### src/hw/rtl/lspl_pkg.sv
// shared types, constants and codes of the looping sample player
`timescale 1ns / 1ps

package lspl_pkg;

    // default sample memory depth, in words
    localparam int DEFAULT_SAMPLE_DEPTH = 16384;

    // configuration port
    localparam int CFG_INDEX_W = 2;
    localparam int CFG_DATA_W  = 15;

    localparam logic [CFG_INDEX_W-1:0] REG_SAMPLE_LENGTH = 2'd0;
    localparam logic [CFG_INDEX_W-1:0] REG_LOOP_ENABLE   = 2'd1;

    // item operation codes
    localparam logic [1:0] OP_TICK  = 2'd0;
    localparam logic [1:0] OP_WRITE = 2'd1;
    localparam logic [1:0] OP_START = 2'd2;

    // reciprocal for trunc(2m/3): (m * RECIP3) >> DIV3_SHIFT, exact for 16-bit m
    localparam logic [16:0] RECIP3     = 17'd87382;
    localparam int          DIV3_SHIFT = 17;

    // reciprocal for trunc(n/5): (n * RECIP5) >> DIV5_SHIFT, exact for 20-bit n
    localparam logic [19:0] RECIP5     = 20'd838861;
    localparam int          DIV5_SHIFT = 22;

    typedef struct packed {
        logic [1:0]          operation;
        logic [13:0]         load_address;
        logic signed [15:0]  load_value;
    } in_item_t;

    typedef struct packed {
        logic signed [18:0]  audio_out;
        logic                playing;
    } out_item_t;

    // sample leaving the memory stage
    typedef struct packed {
        logic signed [15:0]  sample;
        logic                playing;
    } src_item_t;

    // filter level leaving the filter stage
    typedef struct packed {
        logic signed [15:0]  level;
        logic                playing;
    } lvl_item_t;

endpackage

### src/hw/rtl/lspl_filter.sv
// one-pole low-pass stage: level += trunc(2*(s-level)/3)
`timescale 1ns / 1ps

module lspl_filter import lspl_pkg::*; (
    input  logic      aclk,
    input  logic      aresetn,
    input  logic      src_valid,
    output logic      src_ready,
    input  src_item_t src_data,
    output logic      lvl_valid,
    input  logic      lvl_ready,
    output lvl_item_t lvl_data
);

    logic signed [15:0] level_reg, level_next;
    logic               lvl_valid_reg;
    logic               lvl_playing_reg;

    logic signed [16:0] diff;
    logic               diff_neg;
    logic [16:0]        diff_abs;
    logic [32:0]        prod;
    logic [15:0]        quot;
    logic signed [16:0] step;
    logic signed [16:0] sum;
    logic               fire;

    assign src_ready = !lvl_valid_reg || lvl_ready;
    assign fire      = src_valid && src_ready;

    always_comb begin
        diff     = $signed({src_data.sample[15], src_data.sample})
                 - $signed({level_reg[15], level_reg});
        diff_neg = diff[16];
        diff_abs = diff_neg ? 17'(-diff) : 17'(diff);
        // trunc(2|d|/3) by reciprocal, |d| fits 16 bits
        prod     = 33'(diff_abs[15:0]) * 33'(RECIP3);
        quot     = prod[DIV3_SHIFT +: 16];
        step     = diff_neg ? -$signed({1'b0, quot}) : $signed({1'b0, quot});
        sum      = $signed({level_reg[15], level_reg}) + step;
        level_next = sum[15:0];
    end

    always_ff @(posedge aclk) begin
        if (!aresetn) begin
            level_reg     <= '0;
            lvl_valid_reg <= 1'b0;
        end else begin
            if (fire) begin
                level_reg <= level_next;
            end
            if (src_ready) begin
                lvl_valid_reg <= src_valid;
            end
        end
    end

    always_ff @(posedge aclk) begin
        if (fire) begin
            lvl_playing_reg <= src_data.playing;
        end
    end

    assign lvl_valid        = lvl_valid_reg;
    assign lvl_data.level   = level_reg;
    assign lvl_data.playing = lvl_playing_reg;

endmodule

### config.mk
export PLATFORM = sky130hd
export DESIGN_NAME = lspl_filter
export DESIGN_NICKNAME = d
export VERILOG_FILES = /design/src/hw/rtl/lspl_pkg.sv /design/src/hw/rtl/lspl_filter.sv
export SDC_FILE = /design/constraint.sdc
export NUM_CORES = 1
export LEC_CHECK = 0
export BUFFER_PORTS_ARGS = -buffer_cell sky130_fd_sc_hd__buf_2
export CAP_MARGIN = 15
export CORE_MARGIN = 3
export CORE_UTILIZATION = 40
export CTS_CLUSTER_DIAMETER = 40
export CTS_CLUSTER_SIZE = 24
export DETAILED_ROUTE_END_ITERATION = 16
export SLEW_MARGIN = 20
export SYNTH_ARGS = -nofsm -noshare
export SYNTH_HDL_FRONTEND = slang
export SYNTH_SLANG_ARGS = --single-unit
### constraint.sdc
create_clock -name aclk -period 11.6 [get_ports aclk]
set_input_delay 2.32 -clock aclk [delete_from_list [all_inputs] [get_ports aclk]]
set_output_delay 2.32 -clock aclk [all_outputs]
set_load 0.005 [all_outputs]
==> results of run 1 <==
logic make-up (layout without fill, tap and decap cells):
| kind of cell | after synthesis | in the layout | share of synthesized area, % |
|---|---|---|---|
| multiplexers | 7 | 7 | 0.920 |
| AO/OA/AOI/OAI | 199 | 199 | 17.1 |
| buffers and inverters | 193 | 523 | 9.63 |
| XOR/XNOR | 83 | 83 | 9.55 |
| flip-flops | 18 | 18 | 4.78 |
| AND/OR/NAND/NOR | 206 | 206 | 12.1 |
| adder cells (fa/ha/maj) | 239 | 239 | 45.9 |
worst max-delay path, delay by kind of cell:
family	cells	cell delay, ps
and+or+nand+nor	12	2470
xor gates and xnor gates	4	650
adders and majority gates	9	3430
muxes	2	360
AOI/OAI and AO/OA	14	2040
buffers and inverters	7	660
cell usage in the layout (no fill, tap or decap), types with 6 or more instances in the layout:
master                     instances
sky130_fd_sc_hd__buf_4           291
sky130_fd_sc_hd__o21ai_1           6
sky130_fd_sc_hd__buf_2            37
sky130_fd_sc_hd__ha_4             11
sky130_fd_sc_hd__a21oi_2          15
sky130_fd_sc_hd__dfxtp_1          17
sky130_fd_sc_hd__inv_2            10
sky130_fd_sc_hd__fa_1             73
sky130_fd_sc_hd__xnor2_2          17
sky130_fd_sc_hd__nor3_1            6
sky130_fd_sc_hd__nand2_2           9
sky130_fd_sc_hd__buf_6             7
sky130_fd_sc_hd__o211ai_1          7
sky130_fd_sc_hd__xor2_1           25
sky130_fd_sc_hd__a21o_1           15
sky130_fd_sc_hd__o21ai_2           8
sky130_fd_sc_hd__nand2_1          74
sky130_fd_sc_hd__nor2_1           36
sky130_fd_sc_hd__a211oi_1         10
sky130_fd_sc_hd__inv_1           172
sky130_fd_sc_hd__nor2_2           10
sky130_fd_sc_hd__nand3_1          16
sky130_fd_sc_hd__ha_1            152
sky130_fd_sc_hd__o21a_1            6
sky130_fd_sc_hd__o21bai_1          7
sky130_fd_sc_hd__o21ai_0          18
sky130_fd_sc_hd__a21oi_1          51
sky130_fd_sc_hd__xnor2_1          33
sky130_fd_sc_hd__a31oi_1           7
area by class of cell:
cell class	instances	share of cell area, %
Multi-Input combinational cell	734	65.5
Timing Repair Buffer	336	21.6
Inverter	183	6.05
Sequential cell	18	3.24
Tap cell	260	2.85
Clock buffer	4	0.777
layer usage:
layer,part of all wire (%),wire [um],vias to the layer above
li1,-,-,3850
met1,45,10600,3611
met2,49,11500,155
met3,3.6,842,42
met4,3.1,738,0
met5,0,0,-
stage by stage:
step | setup WS [ps] | utilization (%) | cells
after floorplan | -33.9 | - | 945
after global placement | -597 | 55.5 | 1497
after detailed placement | -791 | 55.5 | 1497
after CTS | -224 | 58.4 | 1523
after global routing | -680 | 60.5 | 1535
final | -175 | 60.5 | 1535
final timing paths:
| kind | start | end | slack [ps] | cells past startpoint |
|---|---|---|---|---|
| max | src_data[2] | level_reg[15]$_SDFFE_PN0P_ | -180 | 48 |
| min | level_reg[15]$_SDFFE_PN0P_ | level_reg[15]$_SDFFE_PN0P_ | 470 | 2 |
| max reg2reg | level_reg[1]$_SDFFE_PN0P_ | level_reg[15]$_SDFFE_PN0P_ | 1330 | 48 |
| min reg2reg | level_reg[15]$_SDFFE_PN0P_ | level_reg[15]$_SDFFE_PN0P_ | 470 | 2 |
what timing repair did:
item | in CTS | in global routing
gates resized for setup | 55 | 68
buffers inserted | 22 | 14
endpoints found under the setup margin | 4 | 8
hold endpoints to repair | 0 | 0
pin swaps | 49 | 52
==> run_results.csv, run 1 <==
group,metric,value,unit
die,rows,50,
timing,hold_viol,0,
worst_setup_path,setup.worst_path.end_class,"flip-flop",
global_route,globalRouteMet3Util,1.87,%
timing,timing_worst_slew_pin_value,646,ps
clock_tree,cts_sinks,18,
die,die_h,145,um
placed_design,dp_hpwl,20.4,mm
logic_synthesis,netlist_instances,945,
logic_synthesis,syn_avg_cell_area,8.21,sq um
worst_setup_path,crit_path_largest_cell_delay,560,ps
global_route,first_pass_grt_wire_length,38.5,mm
global_route,grt_use_met2,38.7,%
timing,min_period_over_period,102,%
logic_synthesis,most_instantiated_library_cell_after_synthesis,"sky130_fd_sc_hd__inv_1",
logic_synthesis,synth.distinct_cells,69,
worst_setup_path,cp.required,11790,ps
clock_tree,cts_root_buffer,"sky130_fd_sc_hd__clkbuf_16",
logic_synthesis,synth_seq_cells,18,
global_route,antenna_found_initial,0,
logic_synthesis,synth-main-ff-cell,"sky130_fd_sc_hd__dfxtp_1",
run_status,violations_in_the_final_reports,"negative setup slack",
drt,drtAntennaViolNets,0,
logic_synthesis,synth.area.top_cells,"sky130_fd_sc_hd__ha_1, sky130_fd_sc_hd__fa_1, sky130_fd_sc_hd__inv_1, sky130_fd_sc_hd__xnor2_1, sky130_fd_sc_hd__a21oi_1",
final_layout,final_layout_size_suffix_gt1_share,38.3,%
logic_synthesis,synth_top_cell_area_share,26.3,%
timing,postLayoutSetupSlackWorst,-175,ps
final_layout,largest_reg_flops,16,
logic_synthesis,synth_area_leader_cell,"sky130_fd_sc_hd__ha_1",
final_layout,post-route-cell-area,11400,sq um
placed_design,io_buffer_count,39,
final_layout,multi_input_comb_area,7490,sq um
drt,initialDrtViolationCount,282,
clock_tree,clk-insertion-delay-late,260,ps
clock_tree,numCtsBuffers,3,
global_route,first_global_vias,8068,
drt,drc,0,
drt,drt_pre_antenna_iters,5,
clock_tree,cts-root-to-sink-buffers,2,
logic_synthesis,ys_top_cells_by_count,"sky130_fd_sc_hd__inv_1, sky130_fd_sc_hd__ha_1, sky130_fd_sc_hd__nand2_1, sky130_fd_sc_hd__fa_1, sky130_fd_sc_hd__a21oi_1",
logic_synthesis,synthesis.yosys.warnings,0,
clock_tree,cts_tree,"yes",
worst_setup_path,crit_arrival,11960,ps
die,die-area,21100,sq um
clock_tree,cts_hold_buffers,0,
worst_setup_path,crit_fanout,4,
logic_synthesis,yosysSeqAreaShare,4.77,%
global_route,grt.busiest_layer,"met2",
run,max_cap_violations,0,
die,die_width,145,um
final_layout,ff_latch_area,370,sq um
timing,timing.final.max_slew_violations,0,
min_path,hold_path.class,"flip-flop to flip-flop",
logic_synthesis,synth_edf_count,1,
global_route,grt_use_met1,28.7,%
die,initial_utilization,41.1,%
run_status,status,"complete, but fails checks",
logic_synthesis,mappedNetlistNets,1205,
timing,timing.final.setup_violations,3,
clock_tree,clock_pin_slew_on_the_worst_setup_and_hold_paths,50,ps
final_layout,antennaDiodeCount,0,
die,core,18900,sq um
timing,timing.max_slew.rel_slack,56.6,%
placed_design,place_area,10500,sq um
clock_tree,ctsHtreeMaxLevel,1,
drt,wire_per_inst,15.4,um
drt,finalWirelength,23.7,mm
global_route,grt_util_all_layers,22.0,%
final_layout,final_nets,1536,
timing,hold_worst_slack,473,ps
timing,unrepaired_setup_endpoints_after_global_routing,"yes",
global_route,grt_max_degree,20,
worst_setup_path,worstSetupPathType,"input port to flip-flop",
timing,final_total_negative_setup_slack,-264,ps
drt,post_drt_via_cell_ratio,4.99,
logic_synthesis,synthArstFlopShare,0,%
worst_setup_path,critPathLaunchType,"input port",
timing,min_period,11780,ps
drt,total_via_count_in_the_routed_design,7658,
final_layout,area.growth.synth_to_final,47.4,%
worst_setup_path,critical-path-slowest-cell,"sky130_fd_sc_hd__or4_4",
die,ios,40,
timing,worst_clock_skew,1.27,ps
final_layout,layout.filler_cells,1686,
logic_synthesis,syn_area,7760,sq um
placed_design,finalWeightedCongestion,0.894,
global_route,gr-total-overflow,0,
timing,fmax,84.9,MHz
Power of run 1 is not shown: default switching activity piles up to over one toggle a cycle in this logic, so the estimate is an artifact.
==> inputs of run 2 (changes only) <==
--- a/config.mk
+++ b/config.mk
@@ -7,11 +7,14 @@
 export LEC_CHECK = 0
 export BUFFER_PORTS_ARGS = -buffer_cell sky130_fd_sc_hd__buf_2
 export CAP_MARGIN = 15
+export CELL_PAD_IN_SITES_DETAIL_PLACEMENT = 1
+export CELL_PAD_IN_SITES_GLOBAL_PLACEMENT = 2
 export CORE_MARGIN = 3
-export CORE_UTILIZATION = 40
+export CORE_UTILIZATION = 36
 export CTS_CLUSTER_DIAMETER = 40
 export CTS_CLUSTER_SIZE = 24
 export DETAILED_ROUTE_END_ITERATION = 16
+export PLACE_DENSITY_LB_ADDON = 0.1
 export SLEW_MARGIN = 20
 export SYNTH_ARGS = -nofsm -noshare
 export SYNTH_HDL_FRONTEND = slang
==> run_results.csv, run 2 (synthesized netlist as in run 1, its figures left out) <==
group,metric,value,unit
run_status,status,"complete, but fails checks",
run_status,violations_in_the_final_reports,"negative setup slack",
drt,post_drt_via_cell_ratio,4.99,
final_layout,final_nets,1568,
die,die-area,23300,sq um
min_path,min_path_cells,2,
placed_design,numPlacedInstances,1527,
clock_tree,cts_hold_buffers,0,
clock_tree,cts_root_buffer,"sky130_fd_sc_hd__clkbuf_16",
worst_setup_path,crit_path_largest_cell_delay,520,ps
die,die_h,153,um
final_layout,largest_reg_flops,16,
timing,fmax,84.1,MHz
timing,timing_worst_slew_pin_value,676,ps
die,initial_utilization,36.8,%
worst_setup_path,crit_fanout,3,
clock_tree,cts_sinks,18,
global_route,gr-total-overflow,0,
placed_design,io_buffer_count,39,
placed_design,finalWeightedCongestion,0.887,
timing,timing.max_slew.rel_slack,54.9,%
drt,wire_per_inst,18.0,um
worst_setup_path,crit_arrival,12080,ps
drt,drc,0,
final_layout,fin_util,56.0,%
global_route,first_global_vias,8922,
drt,initialDrtViolationCount,215,
run,max_cap_violations,0,
die,rows,53,
worst_setup_path,critPathLaunchType,"input port",
global_route,grt_util_all_layers,23.7,%
clock_tree,cts_tree,"yes",
worst_setup_path,cpMostUsedCell,"sky130_fd_sc_hd__buf_4",
die,ios,40,
global_route,antenna_found_initial,0,
final_layout,final_layout_size_suffix_gt1_share,41.0,%
worst_setup_path,critical_path_cell_count,49,
timing,unrepaired_setup_endpoints_after_global_routing,"yes",
worst_setup_path,worstSetupPathType,"input port to flip-flop",
final_layout,antennaDiodeCount,0,
worst_setup_path,path_delay_family,"adder cells",
timing,timing.final.setup_violations,3,
timing,min_period,11890,ps
global_route,first_pass_grt_wire_length,45.0,mm
clock_tree,clk-insertion-delay-late,260,ps
clock_tree,clock_pin_slew_on_the_worst_setup_and_hold_paths,50,ps
placed_design,dp_hpwl,24.1,mm
global_route,grt_max_degree,20,
drt,total_via_count_in_the_routed_design,7894,
timing,min_period_over_period,102,%
drt,drt_pre_antenna_iters,4,
worst_setup_path,critical-path-slowest-cell,"sky130_fd_sc_hd__fa_1",
final_layout,layout.cells.most_common_list,"sky130_fd_sc_hd__buf_4, sky130_fd_sc_hd__inv_1, sky130_fd_sc_hd__ha_1",
timing,hold_worst_slack,485,ps
timing,postLayoutSetupSlackWorst,-288,ps
final_layout,area.growth.synth_to_final,52.3,%
die,core,21100,sq um
placed_design,place_worst_setup_slack,-908,ps
timing,hold_viol,0,
clock_tree,ctsHtreeMaxLevel,1,
final_layout,post_layout_nonfiller_instances,1582,
drt,drtAntennaViolNets,0,
timing,timing.final.max_slew_violations,0,
clock_tree,cts-root-to-sink-buffers,2,
final_layout,most_common_library_cell_in_the_layout_ignoring_fill_and_taps,"sky130_fd_sc_hd__buf_4",
min_path,hold_path.class,"flip-flop to flip-flop",
clock_tree,numCtsBuffers,3,
timing,worst_clock_skew,2.68,ps
worst_setup_path,reg2reg_depth,49,
die,die_width,153,um
worst_setup_path,critical_path_buf_inv_count,8,
worst_setup_path,cp.required,11790,ps
drt,finalWirelength,28.4,mm
worst_setup_path,setup.worst_path.end_class,"flip-flop",
run 2: path summary, 6_finish.rpt:
check	startpoint	endpoint	slack, ps
max reg2reg	level_reg[1]$_SDFFE_PN0P_	level_reg[15]$_SDFFE_PN0P_	1150
max	src_data[2]	level_reg[15]$_SDFFE_PN0P_	-290
min	level_reg[15]$_SDFFE_PN0P_	level_reg[15]$_SDFFE_PN0P_	480
min reg2reg	level_reg[15]$_SDFFE_PN0P_	level_reg[15]$_SDFFE_PN0P_	480
run 2: layer usage:
| layer | up-vias | part of all wire [%] | GRT usage (%) |
|---|---|---|---|
| met5 | - | 0 | 0 |
| met4 | 0 | 2.8 | 6.45 |
| met3 | 45 | 1.9 | 1.16 |
| met2 | 97 | 53 | 44.6 |
| met1 | 3851 | 43 | 29.5 |
| li1 | 3901 | - | - |
run 2: per-stage QoR:
stage / setup TNS (ps) / area [sq um]
4_1_cts: -487 / 11200
6_report: -582 / 11800
2_1_floorplan: -33.9 / 8060
3_5_place_dp: -3270 / 10600
5_1_grt: -2960 / 11800
3_3_place_gp: -1910 / 10600
run 2: area by class of cell:
cell class | instances | area [sq um]
multi-input cells | 734 | 7620
repair buffers | 368 | 2700
well taps | 275 | 344
inverters | 183 | 696
fillers | 2503 | 9280
clock buffers | 4 | 78.8
flip-flops and latches | 18 | 370
run 2: tightest hold or removal path: cells and delay by family, from the launching register on:
family        cells  cell delay, ps
flops             1             320
mux               1              60
simple gates      1              60
run 2: repair_timing:
item | 4_1_cts | 5_1_grt
gates resized for setup | 52 | 93
gates cloned | 0 | 0
setup buffers | 26 | 27
setup endpoints to repair | 6 | 9
hold endpoints to repair | 0 | 0
pin swaps | 62 | 107
Power of run 2 is left out for the same reason.
