[src/hw/rtl/lspl_pkg.sv]
// shared types, constants and codes of the looping sample player
`timescale 1ns / 1ps

package lspl_pkg;

    // default sample memory depth, in words
    localparam int DEFAULT_SAMPLE_DEPTH = 16384;

    // configuration port
    localparam int CFG_INDEX_W = 2;
    localparam int CFG_DATA_W  = 15;

    localparam logic [CFG_INDEX_W-1:0] REG_SAMPLE_LENGTH = 2'd0;
    localparam logic [CFG_INDEX_W-1:0] REG_LOOP_ENABLE   = 2'd1;

    // item operation codes
    localparam logic [1:0] OP_TICK  = 2'd0;
    localparam logic [1:0] OP_WRITE = 2'd1;
    localparam logic [1:0] OP_START = 2'd2;

    // reciprocal for trunc(2m/3): (m * RECIP3) >> DIV3_SHIFT, exact for 16-bit m
    localparam logic [16:0] RECIP3     = 17'd87382;
    localparam int          DIV3_SHIFT = 17;

    // reciprocal for trunc(n/5): (n * RECIP5) >> DIV5_SHIFT, exact for 20-bit n
    localparam logic [19:0] RECIP5     = 20'd838861;
    localparam int          DIV5_SHIFT = 22;

    typedef struct packed {
        logic [1:0]          operation;
        logic [13:0]         load_address;
        logic signed [15:0]  load_value;
    } in_item_t;

    typedef struct packed {
        logic signed [18:0]  audio_out;
        logic                playing;
    } out_item_t;

    // sample leaving the memory stage
    typedef struct packed {
        logic signed [15:0]  sample;
        logic                playing;
    } src_item_t;

    // filter level leaving the filter stage
    typedef struct packed {
        logic signed [15:0]  level;
        logic                playing;
    } lvl_item_t;

endpackage

[src/hw/rtl/lspl_scale.sv]
// output gain trunc(54*level/10) in two stages, with the output register
`timescale 1ns / 1ps

module lspl_scale import lspl_pkg::*; (
    input  logic      aclk,
    input  logic      aresetn,
    input  logic      lvl_valid,
    output logic      lvl_ready,
    input  lvl_item_t lvl_data,
    output logic      m_valid,
    input  logic      m_ready,
    output out_item_t m_data
);

    logic        mul_valid_reg;
    logic [19:0] mag27_reg;
    logic        neg_reg;
    logic        mul_playing_reg;

    logic        m_valid_reg;
    out_item_t   m_data_reg;

    logic        out_free;
    logic [15:0] level_abs;
    logic [19:0] abs_ext;
    logic [19:0] mag27;
    logic [39:0] prod;
    logic [17:0] quot;
    logic [18:0] audio;

    assign out_free  = !m_valid_reg || m_ready;
    assign lvl_ready = !mul_valid_reg || out_free;

    // 54/10 = 27/5, 27x by shift and add
    always_comb begin
        level_abs = lvl_data.level[15] ? 16'(~lvl_data.level + 16'sd1)
                                       : 16'(lvl_data.level);
        abs_ext   = 20'(level_abs);
        mag27     = (abs_ext << 4) + (abs_ext << 3) + (abs_ext << 1) + abs_ext;
    end

    always_comb begin
        prod  = 40'(mag27_reg) * 40'(RECIP5);
        quot  = prod[DIV5_SHIFT +: 18];
        audio = neg_reg ? 19'(-{1'b0, quot}) : {1'b0, quot};
    end

    always_ff @(posedge aclk) begin
        if (!aresetn) begin
            mul_valid_reg <= 1'b0;
            m_valid_reg   <= 1'b0;
        end else begin
            if (lvl_ready) begin
                mul_valid_reg <= lvl_valid;
            end
            if (out_free) begin
                m_valid_reg <= mul_valid_reg;
            end
        end
    end

    always_ff @(posedge aclk) begin
        if (lvl_valid && lvl_ready) begin
            mag27_reg       <= mag27;
            neg_reg         <= lvl_data.level[15];
            mul_playing_reg <= lvl_data.playing;
        end
        if (mul_valid_reg && out_free) begin
            m_data_reg.audio_out <= $signed(audio);
            m_data_reg.playing   <= mul_playing_reg;
        end
    end

    assign m_valid = m_valid_reg;
    assign m_data  = m_data_reg;

endmodule

[config.mk]
export PLATFORM = sky130hd
export DESIGN_NAME = lspl_scale
export DESIGN_NICKNAME = d
export VERILOG_FILES = /design/src/hw/rtl/lspl_pkg.sv /design/src/hw/rtl/lspl_scale.sv
export SDC_FILE = /design/constraint.sdc
export NUM_CORES = 1
export LEC_CHECK = 0
export BUFFER_PORTS_ARGS = -buffer_cell sky130_fd_sc_hd__clkbuf_2
export CORE_ASPECT_RATIO = 1.1
export CORE_MARGIN = 1.5
export CORE_UTILIZATION = 25
export DETAILED_ROUTE_END_ITERATION = 10
export SLEW_MARGIN = 20
export SYNTH_ARGS = -nofsm -noshare
export SYNTH_HDL_FRONTEND = slang
export SYNTH_SLANG_ARGS = --single-unit
[constraint.sdc]
create_clock -name aclk -period 13.2 [get_ports aclk]
set_clock_uncertainty 0.1 [all_clocks]
set_input_delay 1.98 -clock aclk [delete_from_list [all_inputs] [get_ports aclk]]
set_output_delay 1.98 -clock aclk [all_outputs]
set_load 0.1 [all_outputs]
==> flow_summary.ini, run 1 <==
[synth]
yosys.area.top_type_share_pct = 29.00
async_reset_ff_share_pct = 0
synth_fp_nets = 1463
synth-edff-count = 42
ys_ff_latch = 44
synth_area_leaders = fa_1, ha_1, edfxtp_1
yosys.area.top_type = fa_1
ys_seq_area_share_pct = 12.01
synth_common_cells = inv_1, ha_1, fa_1
synth_area_um2 = 10840
synth_flop_cell = edfxtp_1
syn-instance-count = 1055
yosysMostFrequentCell = inv_1
ys_types = 74
ys_warn_count = 0
syn_area_per_cell_um2 = 10.27

[layout]
layout-drive-gt1-share_pct = 7.117
fillers = 4514
multi_input_area_um2 = 8612
num_antenna_cells = 0
regArea_um2 = 1301
areaGrowthSynthToFinish_pct = 9.491
layout.nets = 1503

[worst_setup_path]
worstPathArrival_ns = 7.47
critical_path_class = reg2reg
cp_top_family = adder cells
end_kind = flip-flop
cp_max_fo = 7
critPathBufInv = 4
startpoint_type = flip-flop
cp_slowest_stage_delay_ns = 0.55
crit_path_top_delay_cell = edfxtp_1
crit_required_ns = 13.15
crit_top_cell = fa_1

[place]
gp_congestion = 0.9134
place_hpwl_um = 22420
port_buffers = 42

[clock_tree]
cts_tree = done
path_clk_slew_ns = 0.07
cts_resized = 0
hold_buffers = 0
cts.path.max_buffers = 2
htreeDepth = 2
cts_buffers = 5
root_buffer = clkbuf_16
post-cts-setup-buffer-count = 0
clk_latency_ns = 0.30
clock-sinks = 44

[global_route]
gr-total-overflow = 0
grt_max_degree = 23
grt_antenna_before_repair = 0
track_usage_pct = 11.16
grt_pass1_wl_um = 39720
grt_pass1_vias = 7644

[timing]
grt_setup_unrepaired = false
final_max_slew_viol_count = 0
tns_ns = 0
hold_viol_final = 0
slew_headroom_pct = 30.83
period_minus_slack_ns = 7.517
setup_viol = 0
fmax_ghz = 0.1330
fin_crit_sh_pct = 56.95
worst_pin_slew_ns = 1.033

[route]
ant_nets = 0
wl_met3_um = 673
route.layer.met1.wl_um = 11790
route.detailed.drc = 0
drt-initial-drc-count = 366
wl_per_cell_um = 14.84
highest_layer = met4
met2_length_um = 11540
finalWirelength_um = 24690
via_per_inst = 4.376
vias = 7277
drt_first_pass_iters = 4

[floorplanning]
core_area_um2 = 42500
pin_count = 43
fp.dieArea_um2 = 44610
dieWidth_um = 201.5
num_rows = 79
dieHeight_um = 221.4
start_util_pct = 25.50

[min_path]
hp-class = reg2reg

[job]
maxCapViolCount = 0

[run_status]
status = completed
[layer usage]
layer  track usage [%]  vias to the layer above
met5                 0                        -
met4             3.635                        0
met3             1.355                       38
met2             18.69                      133
met1             14.88                     3534
li1                  -                     3572
[through the flow]
| stage | hold slack [ns] | instance area (um^2) | cells | util, % | setup WS, ns |
|---|---|---|---|---|---|
| floorplan | 0.3003 | 10840 | 1055 | - | 6.416 |
| global placement | 0.3051 | 11710 | 1655 | 27.56 | 5.768 |
| detailed placement | 0.3132 | 11710 | 1655 | 27.56 | 5.690 |
| CTS | 0.3294 | 11860 | 1663 | 27.91 | 5.677 |
| global route | 0.3532 | 11870 | 1663 | 27.92 | 5.327 |
| finish | 0.3237 | 11870 | 1663 | 27.92 | 5.683 |
[placed cells by master (no fill, tap or decap), drive strengths merged, types with 3 or more instances in the layout]
cell type  count
a21oi         47
or2            3
nor2b          6
o21bai         7
clkbuf        49
nand4          7
nor3          10
xnor2         56
o211ai         6
a31oi          5
nand2b         6
o41ai          5
edfxtp        42
o21ai         30
and2          11
nor2          23
inv          234
o21a           9
nand2         36
fa           157
a211oi         5
xor2          28
and3           7
o31ai          5
a21o          19
nand3          9
ha           230
[final cells by class]
| class | instances | share of cell area, % |
|---|---|---|
| Multi-Input combinational cell | 767 | 72.58 |
| Sequential cell | 44 | 10.97 |
| Tap cell | 567 | 5.979 |
| Timing Repair Buffer | 42 | 1.772 |
| Inverter | 235 | 7.434 |
| Clock buffer | 7 | 1.202 |
| Clock inverter | 1 | 0.06327 |
[cells by family (layout without fill, tap and decap cells)]
group / Yosys count / count (layout) / share of synthesized area (%)
adder cells (fa/ha/maj): 387 / 387 / 55.56
buffers and inverters: 244 / 285 / 8.556
AO/OA/AOI/OAI: 156 / 156 / 9.745
AND/OR/NAND/NOR: 137 / 137 / 7.020
XOR/XNOR: 84 / 84 / 6.789
flip-flops: 44 / 44 / 12.01
multiplexers: 3 / 3 / 0.3233
[path summary, 6_finish.rpt]
| check | slack (ns) | end | depth (start not counted) | from |
|---|---|---|---|---|
| worst min register to register | 0.32 | m_data[0]$_DFFE_PP_ | 0 | mul_playing_reg$_DFFE_PP_ |
| worst max-delay path | 5.68 | m_data[15]$_DFFE_PP_ | 25 | mag27_reg[5]$_DFFE_PP_ |
| worst max register to register | 5.68 | m_data[15]$_DFFE_PP_ | 25 | mag27_reg[5]$_DFFE_PP_ |
| worst min-delay path | 0.32 | m_data[0]$_DFFE_PP_ | 0 | mul_playing_reg$_DFFE_PP_ |
Power of run 1 is not shown: default switching activity piles up to over one toggle a cycle in this logic, so the estimate is an artifact.
==> run 2, diff against run 1 <==
==> constraint.sdc (replaced) <==
create_clock -name aclk -period 6.7 [get_ports aclk]
set_clock_uncertainty 0.1 [all_clocks]
set_input_delay 1.005 -clock aclk [delete_from_list [all_inputs] [get_ports aclk]]
set_output_delay 1.005 -clock aclk [all_outputs]
set_load 0.1 [all_outputs]
==> flow_summary.ini, run 2 (synthesized netlist as in run 1, its figures left out) <==
[run_status]
status = finished with violations
violations = negative setup slack

[clock_tree]
clock-sinks = 44
root_buffer = clkbuf_16
htreeDepth = 2
cts_buffers = 5
cts_tree = done
clk_latency_ns = 0.30
cts.path.max_buffers = 2
path_clk_slew_ns = 0.07

[worst_setup_path]
startpoint_type = flip-flop
worst-path-stages = 24
reg2reg_setup_slack_ns = -0.03
r2r_cells = 24
timing.rr.start = mag27_reg[1]$_DFFE_PP_
cp_max_fo = 4
crit_path_top_delay_cell = fa_1
timing.critical_path.from = mag27_reg[1]$_DFFE_PP_
worstPathArrival_ns = 6.67
r2r-end = m_data[18]$_DFFE_PP_
cp_top_family = adder cells
critical_path_class = reg2reg
crit_required_ns = 6.64
path_cells = buf_6, ha_4, ha_4, inv_2, fa_1, inv_2, fa_1, fa_1, fa_1, inv_2, fa_1, inv_2, ha_4, nand4_1, a2111o_1, a21o_1, and2_4, buf_4, o311ai_4, and3_4, nand3_2, or3b_4, o21ai_2, xnor2_1
critPathBufInv = 6
crit_top_cell = fa_1
cp_slowest_stage_delay_ns = 0.56
critPathCapture = m_data[18]$_DFFE_PP_
end_kind = flip-flop

[route]
drt_first_pass_iters = 4
finalWirelength_um = 26770
via_per_inst = 4.353
vias = 7983
route.detailed.drc = 0
ant_nets = 0
wl_per_cell_um = 14.59
drt-initial-drc-count = 265

[floorplanning]
start_util_pct = 25.50
dieWidth_um = 201.5
dieHeight_um = 221.4
num_rows = 79
fp.dieArea_um2 = 44610
pin_count = 43
core_area_um2 = 42500

[timing]
final_max_slew_viol_count = 0
worst_pin_slew_ns = 1.019
tns_ns = -0.02787
layout_setup_ws_ns = -0.02787
grt_setup_unrepaired = true
fmax_ghz = 0.1486
hold_viol_final = 0
period_minus_slack_ns = 6.728
setup_viol = 1
fin_crit_sh_pct = 100.4
slew_headroom_pct = 31.10

[layout]
final_cells = 1834
layout_common_cells = inv_1, ha_1, buf_4, fa_1, xnor2_1
layout-drive-gt1-share_pct = 26.20
layout.nets = 1674
fillers = 4318
final_area_um2 = 13880
areaGrowthSynthToFinish_pct = 28.10
final_common_cell = inv_1
finish.utilization_pct = 32.66
num_antenna_cells = 0

[global_route]
grt_pass1_vias = 8547
grt_pass1_wl_um = 42940
track_usage_pct = 11.99
grt_max_degree = 23
grt_antenna_before_repair = 0
gr-total-overflow = 0

[min_path]
hp-class = reg2reg
hold_start = mul_playing_reg$_DFFE_PP_

[place]
port_buffers = 42
dpl-instance-area_um2 = 12810
place_hpwl_um = 23500
gp_congestion = 0.9110
dp.cells = 1795

[job]
maxCapViolCount = 0
[run 2: changes by cell type in the layout (fill, tap and decap cells not counted), sizes merged]
cell	before	now
buf	0	170
bufinv	0	1
clkbuf	49	48
clkinv	1	2
[run 2: metal layers]
metal,up-vias,GRT usage [%],part of all wire [%]
met5,-,0,0
met4,0,3.659,2.9
met3,45,1.237,2.9
met2,137,21.26,49
met1,3890,15.23,45
li1,3911,-,-
[run 2: through the flow]
stage / setup WS, ns / hold WS [ns]
2_1_floorplan: 0.02421 / 0.3003
3_3_place_gp: -0.1956 / 0.3033
3_5_place_dp: -0.3262 / 0.3123
4_1_cts: 0.002168 / 0.3290
5_1_grt: -0.2367 / 0.3545
6_report: -0.02787 / 0.3252
[run 2: final cells by class]
cell class / count / area (um^2) / share of cell area [%]
repair buffers: 213 / 1503 / 10.82
inverters: 235 / 882.1 / 6.354
clock buffers: 5 / 125.1 / 0.9013
flip-flops and latches: 44 / 1301 / 9.374
multi-input cells: 767 / 9319 / 67.13
well taps: 567 / 709.4 / 5.110
clock inverters: 3 / 42.54 / 0.3064
[run 2: worst min path at each step]
| stage | cells past startpoint | to | slack [ns] |
|---|---|---|---|
| 6_report | 0 | m_data[0]$_DFFE_PP_ | 0.33 |
| 2_1_floorplan | 0 | m_data[0]$_DFFE_PP_ | 0.30 |
| 5_1_grt | 0 | m_data[0]$_DFFE_PP_ | 0.35 |
| 3_3_place_gp | 0 | m_data[0]$_DFFE_PP_ | 0.30 |
| 3_5_place_dp | 0 | m_data[0]$_DFFE_PP_ | 0.31 |
| 4_1_cts | 0 | m_data[0]$_DFFE_PP_ | 0.33 |
[run 2: repair_timing]
item	in CTS	in global routing
hold buffers	0	0
pin swaps	39	46
setup buffers	20	11
resized for setup	50	58
gates cloned	0	0
hold endpoints to repair	0	0
setup endpoints to repair	11	11
Power of run 2 is left out for the same reason.
==> run 3, diff against run 2 <==
--- a/config.mk
+++ b/config.mk
@@ -5,7 +5,7 @@
 export SDC_FILE = /design/constraint.sdc
 export NUM_CORES = 1
 export LEC_CHECK = 0
-export BUFFER_PORTS_ARGS = -buffer_cell sky130_fd_sc_hd__clkbuf_2
+export BUFFER_PORTS_ARGS = -buffer_cell sky130_fd_sc_hd__buf_4
 export CORE_ASPECT_RATIO = 1.1
 export CORE_MARGIN = 1.5
 export CORE_UTILIZATION = 25
==> flow_summary.ini, run 3 (synthesized netlist as in run 1, its figures left out) <==
[run_status]
status = finished with violations
violations = negative setup slack

[route]
via_per_inst = 4.326
route.detailed.drc = 0
vias = 7956
drt-initial-drc-count = 262
finalWirelength_um = 27260
ant_nets = 0
drt_first_pass_iters = 6
wl_per_cell_um = 14.83

[clock_tree]
htreeDepth = 2
cts.path.max_buffers = 2
root_buffer = clkbuf_16
path_clk_slew_ns = 0.07
hold_buffers = 0
cts_buffers = 5
cts_tree = done
clock-sinks = 44
clk_latency_ns = 0.30

[timing]
worst_hold_slack_ns = 0.3271
slew_headroom_pct = 32.53
period_minus_slack_ns = 6.760
layout_setup_ws_ns = -0.06014
worst_pin_slew_ns = 1.012
setup_viol = 3
fin_crit_sh_pct = 100.9
fmax_ghz = 0.1479
grt_setup_unrepaired = true
tns_ns = -0.09322
hold_viol_final = 0
final_max_slew_viol_count = 0

[place]
dp.cells = 1792
gp_congestion = 0.9204
port_buffers = 42
place_hpwl_um = 23540

[floorplanning]
pin_count = 43
core_area_um2 = 42500
fp.dieArea_um2 = 44610
dieWidth_um = 201.5
num_rows = 79
start_util_pct = 25.50
dieHeight_um = 221.4

[worst_setup_path]
cp_max_fo = 5
crit_required_ns = 6.65
end_kind = flip-flop
r2r_cells = 26
critical_path_class = reg2reg
worstPathArrival_ns = 6.71
timing.critical_path.from = mag27_reg[1]$_DFFE_PP_
timing.rr.start = mag27_reg[1]$_DFFE_PP_
startpoint_type = flip-flop

[min_path]
hp-class = reg2reg
hold_start = mul_playing_reg$_DFFE_PP_
min_path_cells = 0

[global_route]
grt_antenna_before_repair = 0
top_usage_layer = met2
track_usage_pct = 12.09
gr-usage-met2_pct = 21.87
gr-usage-met1_pct = 15.30
grt_pass1_wl_um = 43130
gr-total-overflow = 0
grt_use_met3_pct = 1.340
grt_pass1_vias = 8443
grt_max_degree = 23

[layout]
final_common_cell = inv_1
layout-drive-gt1-share_pct = 28.07
layout.nets = 1679
num_antenna_cells = 0
areaGrowthSynthToFinish_pct = 31.08
layout_common_cells = inv_1, buf_4, ha_1, fa_1, xnor2_1
final_cells = 1839

[job]
maxCapViolCount = 0
run 3: final timing paths:
kind         slack [ns]                    to
min                0.33   m_data[0]$_DFFE_PP_
max reg2reg       -0.06  m_data[17]$_DFFE_PP_
max               -0.06  m_data[17]$_DFFE_PP_
min reg2reg        0.33   m_data[0]$_DFFE_PP_
run 3: per-stage QoR:
stage               cell area (um^2)  utilization, %  setup slack, ns
global placement               12890           30.34          -0.2563
finish                         14200           33.42         -0.06014
global route                   14200           33.42          -0.3590
CTS                            13690           32.21         0.005871
floorplan                      10880               -          0.02421
detailed placement             12890           30.34          -0.3391
run 3: final cells by class:
type / instances / area (um^2)
fill: 4269 / 28300
multi-input combinational: 767 / 9497
timing repair buffer: 218 / 1652
clock buffer: 6 / 128.9
clock inverter: 2 / 35.03
inverter: 235 / 882.1
tap: 567 / 709.4
sequential: 44 / 1301
run 3: critical path: stages, from the launching register on:
cell and delay [ns]:
edfxtp_1 0.41, buf_4 0.17, ha_1 0.22, xor2_2 0.20, ha_1 0.20, or2_2 0.32, fa_1 0.53, fa_1 0.44
fa_1 0.54, inv_1 0.05, fa_1 0.52, inv_1 0.04, ha_1 0.33, ha_4 0.27, buf_4 0.14, nand2_1 0.08
o21ai_1 0.08, a211oi_1 0.22, a21oi_1 0.15, xnor2_1 0.27, ha_2 0.25, nand2_4 0.06, nor3_4 0.18, and4b_2 0.31
a211oi_2 0.09, a211oi_2 0.22, xnor2_1 0.09
run 3: timing repair:
action / in CTS / in global routing
resized for setup: 66 / 74
endpoints found under the hold margin: 0 / 0
buffers inserted: 26 / 16
endpoints found under the setup margin: 10 / 13
pin swaps: 34 / 67
run 3: routing by layer:
metal / routed length, um / vias up / part of all wire, %
li1: - / 3926 / -
met1: 12150 / 3853 / 45
met2: 13720 / 146 / 50
met3: 823 / 31 / 3.0
met4: 569 / 0 / 2.1
met5: 0 / - / 0
Power of run 3 is left out for the same reason.
